--- src/hdl/arc_pkg.sv ---
// Types, codes and constants of the ARP resolver with aging cache.
// Used by every module of the block; depends on nothing.
package arc_pkg;

    localparam int MAC_W  = 48;
    localparam int IP_W   = 32;
    localparam int TAG_W  = 16;
    localparam int TIME_W = 64;
    localparam int MS_W   = 32;
    localparam int KIND_W = 3;
    localparam int MODE_W = 2;
    localparam int TYPE_W = 16;
    localparam int OP_W   = 16;
    localparam int CFG_IDX_W = 2;

    localparam int CACHE_DEPTH_DEF   = 16;
    localparam int REQUEST_DEPTH_DEF = 16;
    localparam int WAIT_DEPTH_DEF    = 16;

    localparam logic [MS_W-1:0] LIFETIME_RESET = 32'd30000;
    localparam logic [MS_W-1:0] HOLDOFF_RESET  = 32'd5000;

    localparam logic [MAC_W-1:0]  MAC_BCAST = 48'hFFFF_FFFF_FFFF;
    localparam logic [TYPE_W-1:0] ETH_IPV4  = 16'h0800;
    localparam logic [TYPE_W-1:0] ETH_ARP   = 16'h0806;
    localparam logic [OP_W-1:0]   ARP_OP_REQUEST = 16'd1;

    localparam logic [MODE_W-1:0] MODE_SEND = 2'd0;
    localparam logic [MODE_W-1:0] MODE_RECV = 2'd1;
    localparam logic [MODE_W-1:0] MODE_TICK = 2'd2;

    localparam logic [KIND_W-1:0] KIND_IPV4      = 3'd0;
    localparam logic [KIND_W-1:0] KIND_ARP_REQ   = 3'd1;
    localparam logic [KIND_W-1:0] KIND_ARP_REPLY = 3'd2;
    localparam logic [KIND_W-1:0] KIND_DELIVER   = 3'd3;
    localparam logic [KIND_W-1:0] KIND_DROP      = 3'd4;

    localparam logic [CFG_IDX_W-1:0] CFG_OWN_MAC  = 2'd0;
    localparam logic [CFG_IDX_W-1:0] CFG_OWN_IP   = 2'd1;
    localparam logic [CFG_IDX_W-1:0] CFG_LIFETIME = 2'd2;
    localparam logic [CFG_IDX_W-1:0] CFG_HOLDOFF  = 2'd3;

    typedef struct packed {
        logic [KIND_W-1:0] kind;
        logic [MAC_W-1:0]  mac;
        logic [IP_W-1:0]   ip;
        logic [TAG_W-1:0]  handle;
    } res_t;

    typedef struct packed {
        logic [TIME_W-1:0] age;
        logic              gt;
        logic              ge;
    } age_cmp_t;

endpackage

--- src/hdl/arc_out_reg.sv ---
// Output register of the result channel.
// Depends on arc_pkg.
module arc_out_reg (
    input  logic          aclk,
    input  logic          aresetn,
    input  logic          load,
    input  arc_pkg::res_t load_data,
    input  logic          load_last,
    input  logic          m_ready,
    output logic          m_valid,
    output arc_pkg::res_t m_data,
    output logic          m_last_o,
    output logic          free
);

    logic          valid_reg;
    arc_pkg::res_t data_reg;
    logic          last_reg;

    assign free     = !valid_reg || m_ready;
    assign m_valid  = valid_reg;
    assign m_data   = data_reg;
    assign m_last_o = last_reg;

    always_ff @(posedge aclk) begin
        if (!aresetn) begin
            valid_reg <= 1'b0;
        end else if (load) begin
            valid_reg <= 1'b1;
        end else if (m_ready) begin
            valid_reg <= 1'b0;
        end
    end

    always_ff @(posedge aclk) begin
        if (load) begin
            data_reg <= load_data;
            last_reg <= load_last;
        end
    end

endmodule

--- config.mk ---
export PLATFORM = sky130hd
export DESIGN_NAME = arc_out_reg
export DESIGN_NICKNAME = d
export VERILOG_FILES = /design/src/hdl/arc_pkg.sv /design/src/hdl/arc_out_reg.sv
export SDC_FILE = /design/constraint.sdc
export NUM_CORES = 1
export LEC_CHECK = 0
export BUFFER_PORTS_ARGS = -buffer_cell sky130_fd_sc_hd__buf_2
export CAP_MARGIN = 20
export CORE_MARGIN = 10
export CORE_UTILIZATION = 37
export DETAILED_ROUTE_END_ITERATION = 7
export PLACE_DENSITY = 0.75
export SETUP_SLACK_MARGIN = 0.2
export SLEW_MARGIN = 25
export SYNTH_ARGS = -nofsm -noshare
export SYNTH_HDL_FRONTEND = slang
export SYNTH_SLANG_ARGS = --single-unit
--- constraint.sdc ---
create_clock -name aclk -period 0.8 [get_ports aclk]
set_input_delay 0.08 -clock aclk [delete_from_list [all_inputs] [get_ports aclk]]
set_output_delay 0.08 -clock aclk [all_outputs]
set_load 0.03 [all_outputs]
== Word-level counts from Yosys, hierarchy flattened ==
Index checks and enable logic that the tools add are counted.
Word-level totals
  register bits: 101
  input port bits: 104
  output and inout bits: 102
  word-level logic and storage cells: 11
Operators by class
  multiplexer cells: 2
  reduce and logical (&&, ||, !) cells: 3
Operator list (count)
  two-way mux 1 bit: 2
  nonzero test 2 bit: 1
  zero test 1 bit: 1
  logical OR 1 bit: 1

== Depth between registers and ports, before layout ==
  depth after elaboration: 2
  gate-level depth with buffers: 2
  depth with buffers taken out: 2

== Worst setup path before layout ==
OpenSTA, ideal clock, no wires.
  kind: register to register
  start: reg m_valid (netlist name)
  end: reg valid_reg, in the netlist m_valid
  arrival time: 0.815 ns
  path slack: -0.081 ns
  stages on the path, launching flop included: 3
  period minus slack after synthesis: 0.881 ns
  cells stage by stage: dfxtp_1 nand2b_4 a21boi_2
RTL lines
  end signal, assigned: line arc_out_reg.sv:27  | valid_reg <= 1'b0;
  end signal, assigned: line arc_out_reg.sv:29  | valid_reg <= 1'b1;
  end signal, assigned: line arc_out_reg.sv:31  | valid_reg <= 1'b0;
  end, declared: line arc_out_reg.sv:16  | logic valid_reg;

== Worst setup path after layout ==
  start: reg data_reg, in the netlist m_data[76]
  end: out m_data[76] in the netlist's numbering
RTL lines
  start, declared: line arc_out_reg.sv:17  | arc_pkg::res_t data_reg;
  start signal, assigned: line arc_out_reg.sv:37  | data_reg <= load_data;
  end, declared: line arc_out_reg.sv:11  | output arc_pkg::res_t m_data,
No word-level cell between the ends.

==> impl_metrics.env <==
export IMPL_path_buf_inv=1
export IMPL_ys_ff_latch=101
export IMPL_critPathKind="reg2out"
export IMPL_synth_most_common_cell="edfxtp_1"
export IMPL_ys_top_cells_by_area="edfxtp_1 (98%), dfxtp_1 (0.66%), nand2b_4 (0.45%)"
export IMPL_synthTopCellsByCount="edfxtp_1 (100), a21boi_2 (1), dfxtp_1 (1), inv_1 (1), nand2b_4 (1)"
export IMPL_cts_buffers=9
export IMPL_clk_latency_ps=350
export IMPL_avgSynthCellArea_um2=29.3
export IMPL_yosysTopAreaCell="edfxtp_1"
export IMPL_reg2reg_slack_ps=210
export IMPL_cts_root_buf="clkbuf_8"
export IMPL_first_global_vias=2628
export IMPL_syn_nets=208
export IMPL_slowest_stage="edfxtp_1"
export IMPL_grtUsageTotal_pct=16.3
export IMPL_cp_end_kind="output pin"
export IMPL_ant_nets=0
export IMPL_top_layer="met5"
export IMPL_ys_seq_area_share_pct=99.1
export IMPL_maxCapViolCount=0
export IMPL_syn_inst=104
export IMPL_fp_dieH_um=111
export IMPL_yosysWarnings=0
export IMPL_status="complete, but fails checks"
export IMPL_dpl_worst_slack_ps=-5.43
export IMPL_rsz0062_at_grt="yes"
export IMPL_fmax_mhz=983
export IMPL_period_share_pct=127
export IMPL_fin_nets=525
export IMPL_netlist_area_um2=3050
export IMPL_min_path_type="in2reg"
export IMPL_portBuffers=205
export IMPL_power_leakage_nw=2.83
export IMPL_synth_top_area_share_pct=98.4
export IMPL_total_power_mw=12.2
export IMPL_grt_overflow_total=0
export IMPL_drt_iter0_markers=81
export IMPL_arrival_ps=940
export IMPL_hold_viol=3
export IMPL_fin_ws_ps=-217
export IMPL_finClkSkew_ps=0
export IMPL_cpPeakStageDelay_ps=420
export IMPL_critPathLaunchType="flip-flop"
export IMPL_cts_max_path_buffers=2
export IMPL_routed_wirelength_mm=10.5
export IMPL_dr_wl_met2_mm=5.55
export IMPL_slew_headroom_pct=82.4
export IMPL_post_cts_buffers=0
export IMPL_wire_per_inst_um=19.7
export IMPL_start_util_pct=37.5
export IMPL_path_cells="buf_6"
export IMPL_gp_congestion=0.743
export IMPL_clkSlewWorstSetupHoldPaths_ps=90
export IMPL_core_region_area_um2=8130
export IMPL_setup_viol=102
export IMPL_final_setup_tns_ps=-18680
export IMPL_max_vdd_ir_drop_mv=1.24
export IMPL_die_x_um=111
export IMPL_die_area_um2=12300
export IMPL_h_tree_depth=3
export IMPL_worstPathMaxFanout=1
export IMPL_wirelength_met1_mm=3.78
export IMPL_violations="hold timing, setup timing"
export IMPL_grt_max_degree=49
export IMPL_slew_violations=0
export IMPL_required_ps=720
export IMPL_synthFlopType="edfxtp_1"
export IMPL_syn2layout_area_growth_pct=102
export IMPL_rows=33
export IMPL_post_route_drc_count=0
export IMPL_final_util_pct=75.7
export IMPL_ys_types=5
export IMPL_drtPass1Iterations=4
export IMPL_finalCriticalPeriod_ps=1020
export IMPL_async_flop_share_pct=0
export IMPL_synth_edff_count=100
export IMPL_clock_sinks=101
export IMPL_antenna_found_initial=4
export IMPL_holdWs_ps=-84.1
export IMPL_io_pins=206
export IMPL_power_density_nw_per_um2=1970
export IMPL_vias_per_cell=4.34
export IMPL_drive_above_1_share_pct=52.8
export IMPL_num_vias=2316
export IMPL_wl_met3_mm=1.03
export IMPL_grt_pass1_wl_mm=15.3
export IMPL_cp_top_family="flip-flops"
export IMPL_worstMarginPinSlew_ps=264
export IMPL_cts_tree="yes"
## metrics by stage
step                      instances  hold WS (ps)  area, um2
after floorplan                 104           179       3060
after global placement          417           257       4260
after detailed placement        417           258       4260
after CTS                       518          -110       5940
after global routing            534          -105       6160
final                           534         -84.1       6160
## what timing repair did
item / 4_1_cts / 5_1_grt
setup endpoints to repair: 102 / 135
gates resized for setup: 204 / 32
hold buffers: 85 / 13
pin swaps: 0 / 0
cloned: 0 / 0
endpoints found under the hold margin: 101 / 17
## power by group
group,leakage (nW),switching (mW),internal (mW),total [mW]
Clock,0.0903,1.65,1.44,3.09
Sequential,0.988,0.205,6.28,6.49
Combinational,1.76,1.29,1.28,2.57
## path summary, 6_finish.rpt
check	start	endpoint	depth (start not counted)
setup / recovery	m_data[76]	m_data[76]	1
hold reg to reg	m_valid	m_valid	2
setup reg to reg	m_valid	m_valid	2
hold / removal	load_data[3]	m_data[3]	1
## flip-flops by register name, indices dropped and copies added, names as in the netlist
name and cells:
m_data 99, m_last_o 1, m_valid 1
## cells by family (layout without fill, tap and decap cells)
group / count (synthesis) / in the layout / share of synthesized area (%)
buf+inv: 1 / 323 / 0.123
simple gates: 1 / 1 / 0.451
other cells: 0 / 3 / 0
compound gates: 1 / 1 / 0.369
flops: 101 / 101 / 99.1
## per-layer routing
layer / GRT usage [%] / vias up
met5: 0 / -
met4: 5.38 / 2
met3: 8.77 / 15
li1: - / 1059
met1: 15.8 / 1108
met2: 28.9 / 132
## cells in the final DEF (no fill, tap or decap)
cell type | Yosys | layout
dfxtp_4 | 0 | 1
a21boi_2 | 1 | 1
bufinv_16 | 0 | 1
buf_6 | 0 | 102
clkinv_1 | 0 | 1
buf_4 | 0 | 2
dlygate4sd3_1 | 0 | 66
clkbuf_1 | 0 | 1
inv_6 | 0 | 1
nand2b_4 | 1 | 1
clkinv_2 | 0 | 1
clkinvlp_4 | 0 | 2
buf_2 | 0 | 102
inv_1 | 1 | 1
buf_12 | 0 | 2
dlymetal6s4s_1 | 0 | 32
diode_2 | 0 | 3
edfxtp_1 | 100 | 100
clkbuf_8 | 0 | 9
## worst register-to-register path, stage by stage (launching register included)
cell	delay (ps)
dfxtp_4	370
nand2b_4	60
a21boi_2	100
## cell type report
type / count / area (um2)
Clock buffer: 10 / 128
Fill cell: 485 / 1970
Multi-Input combinational cell: 2 / 25.0
Timing Repair Buffer: 306 / 2780
Sequential cell: 101 / 3030
Antenna cell: 3 / 7.51
Tap cell: 105 / 131
Clock inverter: 6 / 62.6
Inverter: 1 / 3.75
No activity file was read; power rests on OpenSTA's default activity.
