==> src/hdl/arc_pkg.sv <==
// Types, codes and constants of the ARP resolver with aging cache.
// Used by every module of the block; depends on nothing.
package arc_pkg;

    localparam int MAC_W  = 48;
    localparam int IP_W   = 32;
    localparam int TAG_W  = 16;
    localparam int TIME_W = 64;
    localparam int MS_W   = 32;
    localparam int KIND_W = 3;
    localparam int MODE_W = 2;
    localparam int TYPE_W = 16;
    localparam int OP_W   = 16;
    localparam int CFG_IDX_W = 2;

    localparam int CACHE_DEPTH_DEF   = 16;
    localparam int REQUEST_DEPTH_DEF = 16;
    localparam int WAIT_DEPTH_DEF    = 16;

    localparam logic [MS_W-1:0] LIFETIME_RESET = 32'd30000;
    localparam logic [MS_W-1:0] HOLDOFF_RESET  = 32'd5000;

    localparam logic [MAC_W-1:0]  MAC_BCAST = 48'hFFFF_FFFF_FFFF;
    localparam logic [TYPE_W-1:0] ETH_IPV4  = 16'h0800;
    localparam logic [TYPE_W-1:0] ETH_ARP   = 16'h0806;
    localparam logic [OP_W-1:0]   ARP_OP_REQUEST = 16'd1;

    localparam logic [MODE_W-1:0] MODE_SEND = 2'd0;
    localparam logic [MODE_W-1:0] MODE_RECV = 2'd1;
    localparam logic [MODE_W-1:0] MODE_TICK = 2'd2;

    localparam logic [KIND_W-1:0] KIND_IPV4      = 3'd0;
    localparam logic [KIND_W-1:0] KIND_ARP_REQ   = 3'd1;
    localparam logic [KIND_W-1:0] KIND_ARP_REPLY = 3'd2;
    localparam logic [KIND_W-1:0] KIND_DELIVER   = 3'd3;
    localparam logic [KIND_W-1:0] KIND_DROP      = 3'd4;

    localparam logic [CFG_IDX_W-1:0] CFG_OWN_MAC  = 2'd0;
    localparam logic [CFG_IDX_W-1:0] CFG_OWN_IP   = 2'd1;
    localparam logic [CFG_IDX_W-1:0] CFG_LIFETIME = 2'd2;
    localparam logic [CFG_IDX_W-1:0] CFG_HOLDOFF  = 2'd3;

    typedef struct packed {
        logic [KIND_W-1:0] kind;
        logic [MAC_W-1:0]  mac;
        logic [IP_W-1:0]   ip;
        logic [TAG_W-1:0]  handle;
    } res_t;

    typedef struct packed {
        logic [TIME_W-1:0] age;
        logic              gt;
        logic              ge;
    } age_cmp_t;

endpackage

==> src/hdl/arc_age_unit.sv <==
// Shared age unit: one 64-bit subtract and two compares (greater, greater-or-equal) against a limit.
// Depends on arc_pkg.
module arc_age_unit (
    input  logic [arc_pkg::TIME_W-1:0] now,
    input  logic [arc_pkg::TIME_W-1:0] stamp,
    input  logic [arc_pkg::TIME_W-1:0] limit,
    output arc_pkg::age_cmp_t          res
);

    logic [arc_pkg::TIME_W-1:0] age;

    // Ages wrap with the clock, so plain modular subtraction is correct.
    assign age     = now - stamp;
    assign res.age = age;
    assign res.gt  = age > limit;
    assign res.ge  = age >= limit;

endmodule

==> config.mk <==
export PLATFORM = sky130hd
export DESIGN_NAME = arc_age_unit
export DESIGN_NICKNAME = d
export VERILOG_FILES = /design/src/hdl/arc_pkg.sv /design/src/hdl/arc_age_unit.sv
export SDC_FILE = /design/constraint.sdc
export NUM_CORES = 1
export LEC_CHECK = 0
export BUFFER_PORTS_ARGS = -buffer_cell sky130_fd_sc_hd__buf_2
export CELL_PAD_IN_SITES_DETAIL_PLACEMENT = 0
export CELL_PAD_IN_SITES_GLOBAL_PLACEMENT = 2
export CORE_ASPECT_RATIO = 0.75
export CORE_MARGIN = 2
export CORE_UTILIZATION = 25
export DETAILED_ROUTE_END_ITERATION = 8
export MAX_ROUTING_LAYER = met4
export PLACE_DENSITY = 0.85
export SLEW_MARGIN = 10
export SYNTH_ARGS = -nofsm -noshare
export SYNTH_HDL_FRONTEND = slang
export SYNTH_SLANG_ARGS = --single-unit
==> constraint.sdc <==
create_clock -name vclk -period 4.6
set_clock_uncertainty 0.2 [all_clocks]
set_input_delay 0.23 -clock vclk [all_inputs]
set_output_delay 0.23 -clock vclk [all_outputs]
set_load 0.1 [all_outputs]
After elaboration in Yosys (flattened, before gate mapping)

Cells that the tools add are included.

Logic and storage cells: 3
Output and inout port bits: 66
Bits in registers: 0

$add $sub $neg: 1
$lt $le $gt $ge: 2

Operators with widths:

| operator                       | count |
|---|---|
| 64-bit >= comparator           | 1 |
| 64-bit greater-than comparator | 1 |
| 64-bit subtractor              | 1 |

Longest topological paths before layout

Gate-level depths: netlist (run 1).

Word-level depth: 2
Gate-level depth with buffers: 22
Depth with buffers taken out: 22

Worst setup path before layout (run 1)

No wires, ideal clock.

Path type: input -> output
From: input stamp[50] (netlist bit)
To: output res[1] (netlist bit)
Slack: -2.558 ns
Required time: 4.170 ns
Buffers on the path: 1
Stages on the path: 18
Data arrival time: 6.728 ns
Cell sequence: inv_1 > ha_1 > clkbuf_1 > a21oi_1 > o21ai_0 > a221oi_1 > o31ai_1 > a311oi_1 > o21ai_0 > a311oi_1 > ha_1 > nand4_1 > nand2b_1 > nor3_1 > inv_1 > nor3_1 > a21oi_1 > nor2_1

RTL lines:

| element            | line              | source |
|---|---|---|
| start: declaration | arc_age_unit.sv:5 | `input logic [arc_pkg::TIME_W-1:0] stamp,` |
| end: declaration   | arc_age_unit.sv:7 | `output arc_pkg::age_cmp_t res` |

==> impl_metrics.ini, run 1 <==
[finish]
nClkBuffers = 0
fin_util = 0.4662
layout-drive-gt1-share = 0.5024
layout_common_cells = 250 x buf_2, 193 x buf_4, 139 x inv_1
seq_cells = 0
synthToLayoutAreaGrowth_pct = 83.70
final_common_cell = buf_2
seq_area_um2 = 0
layout.nets = 1588
nFillCells = 2302

[place]
hpwl_um = 21850
place_worst_setup_slack_ns = -0.5675
gp_congestion = 0.9222
io_buffers = 258

[floorplan]
fp.dieW_um = 176.5
start_util = 0.2538
io_pins = 258
fp.dieH_um = 133.4
row_count = 47
dieArea_um2 = 23550
coreArea_um2 = 21990

[timing]
setup_violations = 2
slew_headroom = 0.6555
slew_violations = 0
rsz0062_at_grt = yes
fmax_ghz = 0.2037
hold_slack_ns = 0.8072
setup_slack_ns = -0.3088
timing.final.crit_share = 1.067
min_period_ns = 4.909
finalSetupTns_ns = -0.5307
finalHoldViolCount = 0
worst_pin_slew_ns = 0.5113

[critical_path]
criticalPathCategory = in -> out
worstSetupStartpointType = input port
cpMaxStageDelayCell = fa_2
worstPathRequired_ns = 4.17
cp-end-kind = output port
cp.arrival_ns = 4.48
slowest_delay_ns = 0.40
cp_cell_sequence = buf_6 -> inv_4 -> ha_4 -> inv_2 -> fa_2 -> a211oi_2 -> o211ai_2 -> nand4_1 -> a31oi_2 -> a21o_1 -> a41o_1 -> a31oi_2 -> buf_4 -> o31ai_4 -> xor2_4 -> ha_4 -> nand4_1 -> nand2b_4 -> nor3_4 -> inv_2 -> nor3_4 -> and3b_2 -> nand2b_4 -> buf_12
worstPathMaxFanout = 3

[power_and_ir_drop]
p_seq_frac = 0
cellLeakagePower_nw = 5.397
vdd_drop_max_mv = 0.2616
combPwrFrac = 1.000
p_int_uw = 949.0
power.density_nw_per_um2 = 274.9
p_sw_frac = 0.6633
p_switching_mw = 1.870
clockPowerShare = 0

[cts]
ctsHoldBuffers = 0

[drt]
dr.pass1.iters = 5
ant_nets = 0
drc_errors = 0
top_layer = met4
vias = 7297
viasPerCell = 4.672
wl_met1_um = 12990
drtIter0Drc = 412
dr_wl_met3_um = 1080
wl_met2_um = 9780
wl_um = 24070
avgRoutedWirePerCell_um = 15.41

[yosys]
synth_largest_area_cell = ha_1
yosysWarningCount = 0
syn-num-nets = 1154
synth_top_cell_area_share = 0.2847
postSynthAreaPerCell_um2 = 6.693
seq_area_frac_synth = 0
synth-compound-area-share = 0.2981
synth_area_um2 = 5582
synth_cell_types = 63
synthCells = 834
synthMuxAreaShare = 0.001793
synth_top_family_by_area = compound AO/OA/AOI/OAI gates
synthSimpleGateAreaFrac = 0.1930
synthAdderAreaFrac = 0.2883
synth-xor-area-share = 0.09572
synthTopCellsByArea = ha_1 28%, inv_1 9.9%, a21oi_1 8.5%

[job]
maxCapViolations = 0

[run_status]
violations = setup timing
status = finished, violations left

[hold_path]
min_path_type = in -> out
min_to = res[2]
hold_depth = 4
worstHoldStart = stamp[0]

[global_routing]
grt_max_degree = 11
gr-usage-all-layers = 0.2035
grt_pass1_wl_um = 37880
grt-ovfl-total = 0
antenna_found_initial = 2
grt_pass1_vias = 7294
==> worst max-delay path by stage <==
stage | slack (ns) | from | end
after floorplan | -0.24 | now[0] | res[1]
after global placement | -0.51 | now[0] | res[0]
after detailed placement | -0.57 | stamp[14] | res[0]
after CTS | -0.27 | now[0] | res[0]
after global routing | -0.52 | now[0] | res[0]
final | -0.31 | now[0] | res[0]
==> timing repair <==
| item | in CTS | in global routing |
|---|---|---|
| pin swaps | 54 | 32 |
| buffers inserted | 13 | 5 |
| endpoints found under the setup margin | 2 | 2 |
| resized for setup | 67 | 8 |
| hold endpoints to repair | 0 | 0 |
==> per-stage QoR <==
step | cell area [µm²] | std cells | power, mW
after floorplan | 6804 | 834 | 1.979
after global placement | 9678 | 1543 | 2.704
after detailed placement | 9678 | 1543 | 2.715
after CTS | 10180 | 1556 | 2.815
after global routing | 10250 | 1562 | 3.003
final | 10250 | 1562 | 2.819
==> cells by family (layout without fill, tap and decap cells) <==
family | count (synthesis) | count (layout)
compound gates | 261 | 261
xor+xnor | 61 | 61
fa+ha+maj | 128 | 128
buf+inv | 170 | 602
mux | 1 | 1
other cells | 0 | 2
simple gates | 213 | 213
==> worst max-delay path: cells and delay by family <==
family | cells | cell delay [ns]
adders and majority gates | 3 | 0.79
buffers and inverters | 6 | 0.58
xor gates and xnor gates | 1 | 0.18
AOI/OAI and AO/OA | 7 | 1.36
and+or+nand+nor | 7 | 1.34
==> layer usage <==
metal | up-vias | track usage
met4 | 0 | 0.01653
li1 | 3800 | -
met1 | 3270 | 0.3214
met3 | 12 | 0.005422
met5 | - | -
met2 | 215 | 0.2949
==> Yosys cell counts (all sizes together) (2+ instances only) <==
library cell,n
inv,147
a21o,44
nor2b,7
nor4,4
a21boi,2
buf,9
o31ai,7
clkbuf,14
and4,2
nand2,64
nor3,17
o21a,5
or4,4
a311oi,2
o221ai,5
xnor2,32
or2,2
a211oi,6
and2,7
nand4,36
o211ai,5
o21bai,15
nand2b,10
ha,127
a21oi,96
a221oi,8
xor2,29
nor2,36
o21ai,51
or3,3
and3,4
nand3,15
a31oi,6
==> cell type report <==
cell class / instances / area, µm² / area share
multi-input cells: 664 / 6444 / 0.6284
inverters: 147 / 566.8 / 0.05528
well taps: 294 / 367.9 / 0.03588
repair buffers: 455 / 2870 / 0.2799
diodes: 2 / 5.005 / 0.0004881
==> power groups by stage <==
| stage | combinational (mW) | clock (mW) | sequential, mW |
|---|---|---|---|
| floorplan | 1.98 | 0 | 0 |
| global placement | 2.70 | 0 | 0 |
| detailed placement | 2.72 | 0 | 0 |
| CTS | 2.81 | 0 | 0 |
| global route | 3.00 | 0.0000000582 | 0 |
| finish | 2.82 | 0.0000000582 | 0 |
Note: power is estimated with default switching activity, not from simulation.
==> run 2, diff against run 1 <==
CORE_ASPECT_RATIO = not set   (was 0.75)
==> run 2 against run 1 <==
The run still ends with setup timing left. Combinational power hardly changed. Worst hold slack worse by 0.0044 ns. Maximum frequency is 5.2% higher. Via count is 0.11% lower. Critical path type unchanged. Critical endpoint unchanged. Highest routed layer unchanged.
==> impl_metrics.ini, run 2 (synthesized netlist as in run 1, its figures left out) <==
[run_status]
status = finished, violations left
violations = setup timing

[timing]
finalSetupTns_ns = -0.1220
min_period_ns = 4.668
finalHoldViolCount = 0
rsz0062_at_grt = yes
setup_slack_ns = -0.06812
worst_pin_slew_ns = 0.5275
hold_slack_ns = 0.8028
slew_headroom = 0.6507
slew_violations = 0
fmax_ghz = 0.2142
timing.final.crit_share = 1.015
setup_violations = 2

[floorplan]
coreArea_um2 = 21890
dieArea_um2 = 23540
io_pins = 258
fp.dieW_um = 153.4
row_count = 54
fp.dieH_um = 153.4
start_util = 0.2550

[drt]
vias = 7289
ant_nets = 0
viasPerCell = 4.703
drc_errors = 0
drtIter0Drc = 259
avgRoutedWirePerCell_um = 14.63
dr.pass1.iters = 4
wl_um = 22680

[critical_path]
worstPathRequired_ns = 4.17
crit_cells = 26
criticalPathCategory = in -> out
worstPathMaxFanout = 3
worstSetupStartpointType = input port
cp-end-kind = output port
cpMaxStageDelayCell = fa_2
cp.arrival_ns = 4.24
path_delay_family = simple AND/OR/NAND/NOR gates
crit_buf_inv = 8
slowest_delay_ns = 0.38

[finish]
seq_cells = 0
layout-drive-gt1-share = 0.5110
fin_cells = 1550
nClkBuffers = 0
diodes = 0
design_area_um2 = 10370
final_common_cell = buf_2
nFillCells = 2273
synthToLayoutAreaGrowth_pct = 85.77
seq_area_um2 = 0
layout_common_cells = 253 x buf_2, 196 x buf_4, 140 x inv_1
layout.nets = 1592

[place]
io_buffers = 258
placedCellCount = 1534
gp_congestion = 0.9422
hpwl_um = 20750
dpl-instance-area_um2 = 9698

[global_routing]
grt-ovfl-total = 0
antenna_found_initial = 0
grt_pass1_vias = 7538
gr-usage-all-layers = 0.1936
grt_pass1_wl_um = 36980
grt_max_degree = 11

[power_and_ir_drop]
power.density_nw_per_um2 = 270.9
cellLeakagePower_nw = 5.420
vdd_drop_max_mv = 0.1946

[job]
maxCapViolations = 0

[hold_path]
hold_depth = 4
min_path_type = in -> out
-- run 2: worst paths after layout --
path | startpoint | endpoint | slack (ns)
worst min-delay path | stamp[0] | res[2] | 0.80
worst max-delay path | now[0] | res[0] | -0.07
-- run 2: through the flow --
| stage | util | setup slack (ns) | power (mW) |
|---|---|---|---|
| after detailed placement | 0.4430 | -0.4935 | 2.701 |
| after CTS | 0.4646 | -0.1968 | 2.784 |
| after floorplan | - | -0.2353 | 1.979 |
| final | 0.4737 | -0.06812 | 2.809 |
| after global placement | 0.4430 | -0.4753 | 2.690 |
| after global routing | 0.4737 | -0.3347 | 3.003 |
-- run 2: area by class of cell --
type | count | area (µm²) | share of cell area
timing repair buffer | 459 | 2889 | 0.2786
multi-input combinational | 664 | 6563 | 0.6329
inverter | 147 | 566.8 | 0.05466
tap | 280 | 350.3 | 0.03379
-- run 2: power breakdown --
part,switching (mW),internal [mW]
Combinational,1.85,0.957
Clock,0,0
Sequential,0,0
-- run 2: repair_timing --
| action | 4_1_cts | 5_1_grt |
|---|---|---|
| gates resized for setup | 64 | 29 |
| hold buffers | 0 | 0 |
| buffers inserted | 12 | 6 |
| pin swaps | 22 | 31 |
| hold endpoints to repair | 0 | 0 |
| endpoints found under the setup margin | 2 | 2 |
-- run 2: routing by layer --
layer | GRT usage | vias up | share of wire
li1 | - | 3803 | -
met1 | 0.2488 | 3279 | 0.45
met2 | 0.3491 | 187 | 0.49
met3 | 0.005954 | 20 | 0.041
met4 | 0.02272 | 0 | 0.015
met5 | - | - | 0
==> run 3, diff against run 2 <==
RECOVER_POWER = 50   (was not set)
SKIP_LAST_GASP = 1   (was not set)
==> run 3 against run 2 <==
The run still ends with setup timing left. First-iteration DRC count up 4.2%. Combinational power about the same. Via count up 0.18%. Global-route usage unchanged. Maximum frequency down 0.36%. Largest power group unchanged. Largest cell class unchanged. Sequential cell count unchanged. Power down 0.56%. Worst hold slack better by 0.19 ns. Wire length up 0.23%. Non-clock buffer count unchanged.
==> impl_metrics.ini, run 3 (synthesized netlist as in run 1, its figures left out) <==
[timing]
rsz0062_at_grt = yes
min_period_ns = 4.685
worst_pin_slew_ns = 1.205
timing.final.crit_share = 1.019
finalHoldViolCount = 0
slew_headroom = 0.2001
hold_slack_ns = 0.9918
finalSetupTns_ns = -0.1432
setup_violations = 2
fmax_ghz = 0.2134
setup_slack_ns = -0.08520
slew_violations = 0

[finish]
diodes = 0
layout.nets = 1592
seq_area_um2 = 0
layout_common_cells = 221 x buf_2, 196 x buf_4, 140 x inv_1
synthToLayoutAreaGrowth_pct = 85.05
seq_cells = 0
nClkBuffers = 0
final_common_cell = buf_2
layout-drive-gt1-share = 0.4858
fin_util = 0.4718
design_area_um2 = 10330

[floorplan]
io_pins = 258
start_util = 0.2550
row_count = 54
coreArea_um2 = 21890
fp.dieW_um = 153.4
fp.dieH_um = 153.4
dieArea_um2 = 23540

[global_routing]
use_met1 = 0.2488
grt_pass1_wl_um = 36980
busiest_layer = met2
grtUsageMet2 = 0.3491
grt_pass1_vias = 7538
grt-ovfl-total = 0
grtUsageMet3 = 0.005954
antenna_found_initial = 0
grt_max_degree = 11
gr-usage-all-layers = 0.1936

[drt]
viasPerCell = 4.711
drc_errors = 0
vias = 7302
dr.pass1.iters = 4
ant_nets = 0
drtIter0Drc = 270
avgRoutedWirePerCell_um = 14.66
wl_um = 22730

[place]
hpwl_um = 20750
gp_congestion = 0.9422
io_buffers = 258
dpl-instance-area_um2 = 9698

[critical_path]
worstPathRequired_ns = 4.17
criticalPathCategory = in -> out
cp.arrival_ns = 4.26
worstPathMaxFanout = 3
cp-end-kind = output port
path_delay_family = simple AND/OR/NAND/NOR gates
worstSetupStartpointType = input port
cpMaxStageDelayCell = fa_2
slowest_delay_ns = 0.38
crit_buf_inv = 8

[cts]
ctsHoldBuffers = 0

[power_and_ir_drop]
power.density_nw_per_um2 = 270.5
cellLeakagePower_nw = 5.331
vdd_drop_max_mv = 0.1967

[job]
maxCapViolations = 0

[run_status]
violations = setup timing
status = finished, violations left

[hold_path]
min_path_type = in -> out
==> run 3: cell types whose count changed in the layout (fill, tap and decap cells not counted), sizes merged <==
cell | previous run | this run
buf | 459 | 427
clkbuf | 0 | 32
==> run 3: worst paths after layout <==
kind,startpoint,endpoint,slack (ns),cells after the start
worst max-delay path,now[0],res[0],-0.09,26
worst min-delay path,now[21],res[23],0.99,5
==> run 3: metal layers <==
metal	part of all wire	routed length, µm
met1	0.46	10360
met2	0.49	11180
met3	0.036	815
met4	0.016	374
met5	0	0
==> run 3: cell type report <==
cell class	count	area [µm²]
fill	2288	11560
multi-input combinational	664	6563
timing repair buffer	459	2849
inverter	147	566.8
tap	280	350.3
==> run 3: repair_timing <==
| action | CTS | global route |
|---|---|---|
| cloned | 0 | 0 |
| pin swaps | 22 | 31 |
| endpoints found under the setup margin | 2 | 2 |
| gates resized for setup | 64 | 29 |
| buffers inserted | 12 | 6 |
==> run 3: where the power goes <==
part | leakage [nW] | switching, mW | internal [mW]
logic | 5.33 | 1.86 | 0.939
registers | 0 | 0 | 0
clock network | 0 | 0 | 0
total | 5.33 | 1.86 | 0.939
==> run 3: metrics by stage <==
step	power, mW	instances	setup slack, ns
3_5_place_dp	2.701	1534	-0.4935
5_1_grt	2.988	1550	-0.3347
4_1_cts	2.784	1544	-0.1968
6_report	2.794	1550	-0.08520
3_3_place_gp	2.690	1534	-0.4753
2_1_floorplan	1.979	834	-0.2353
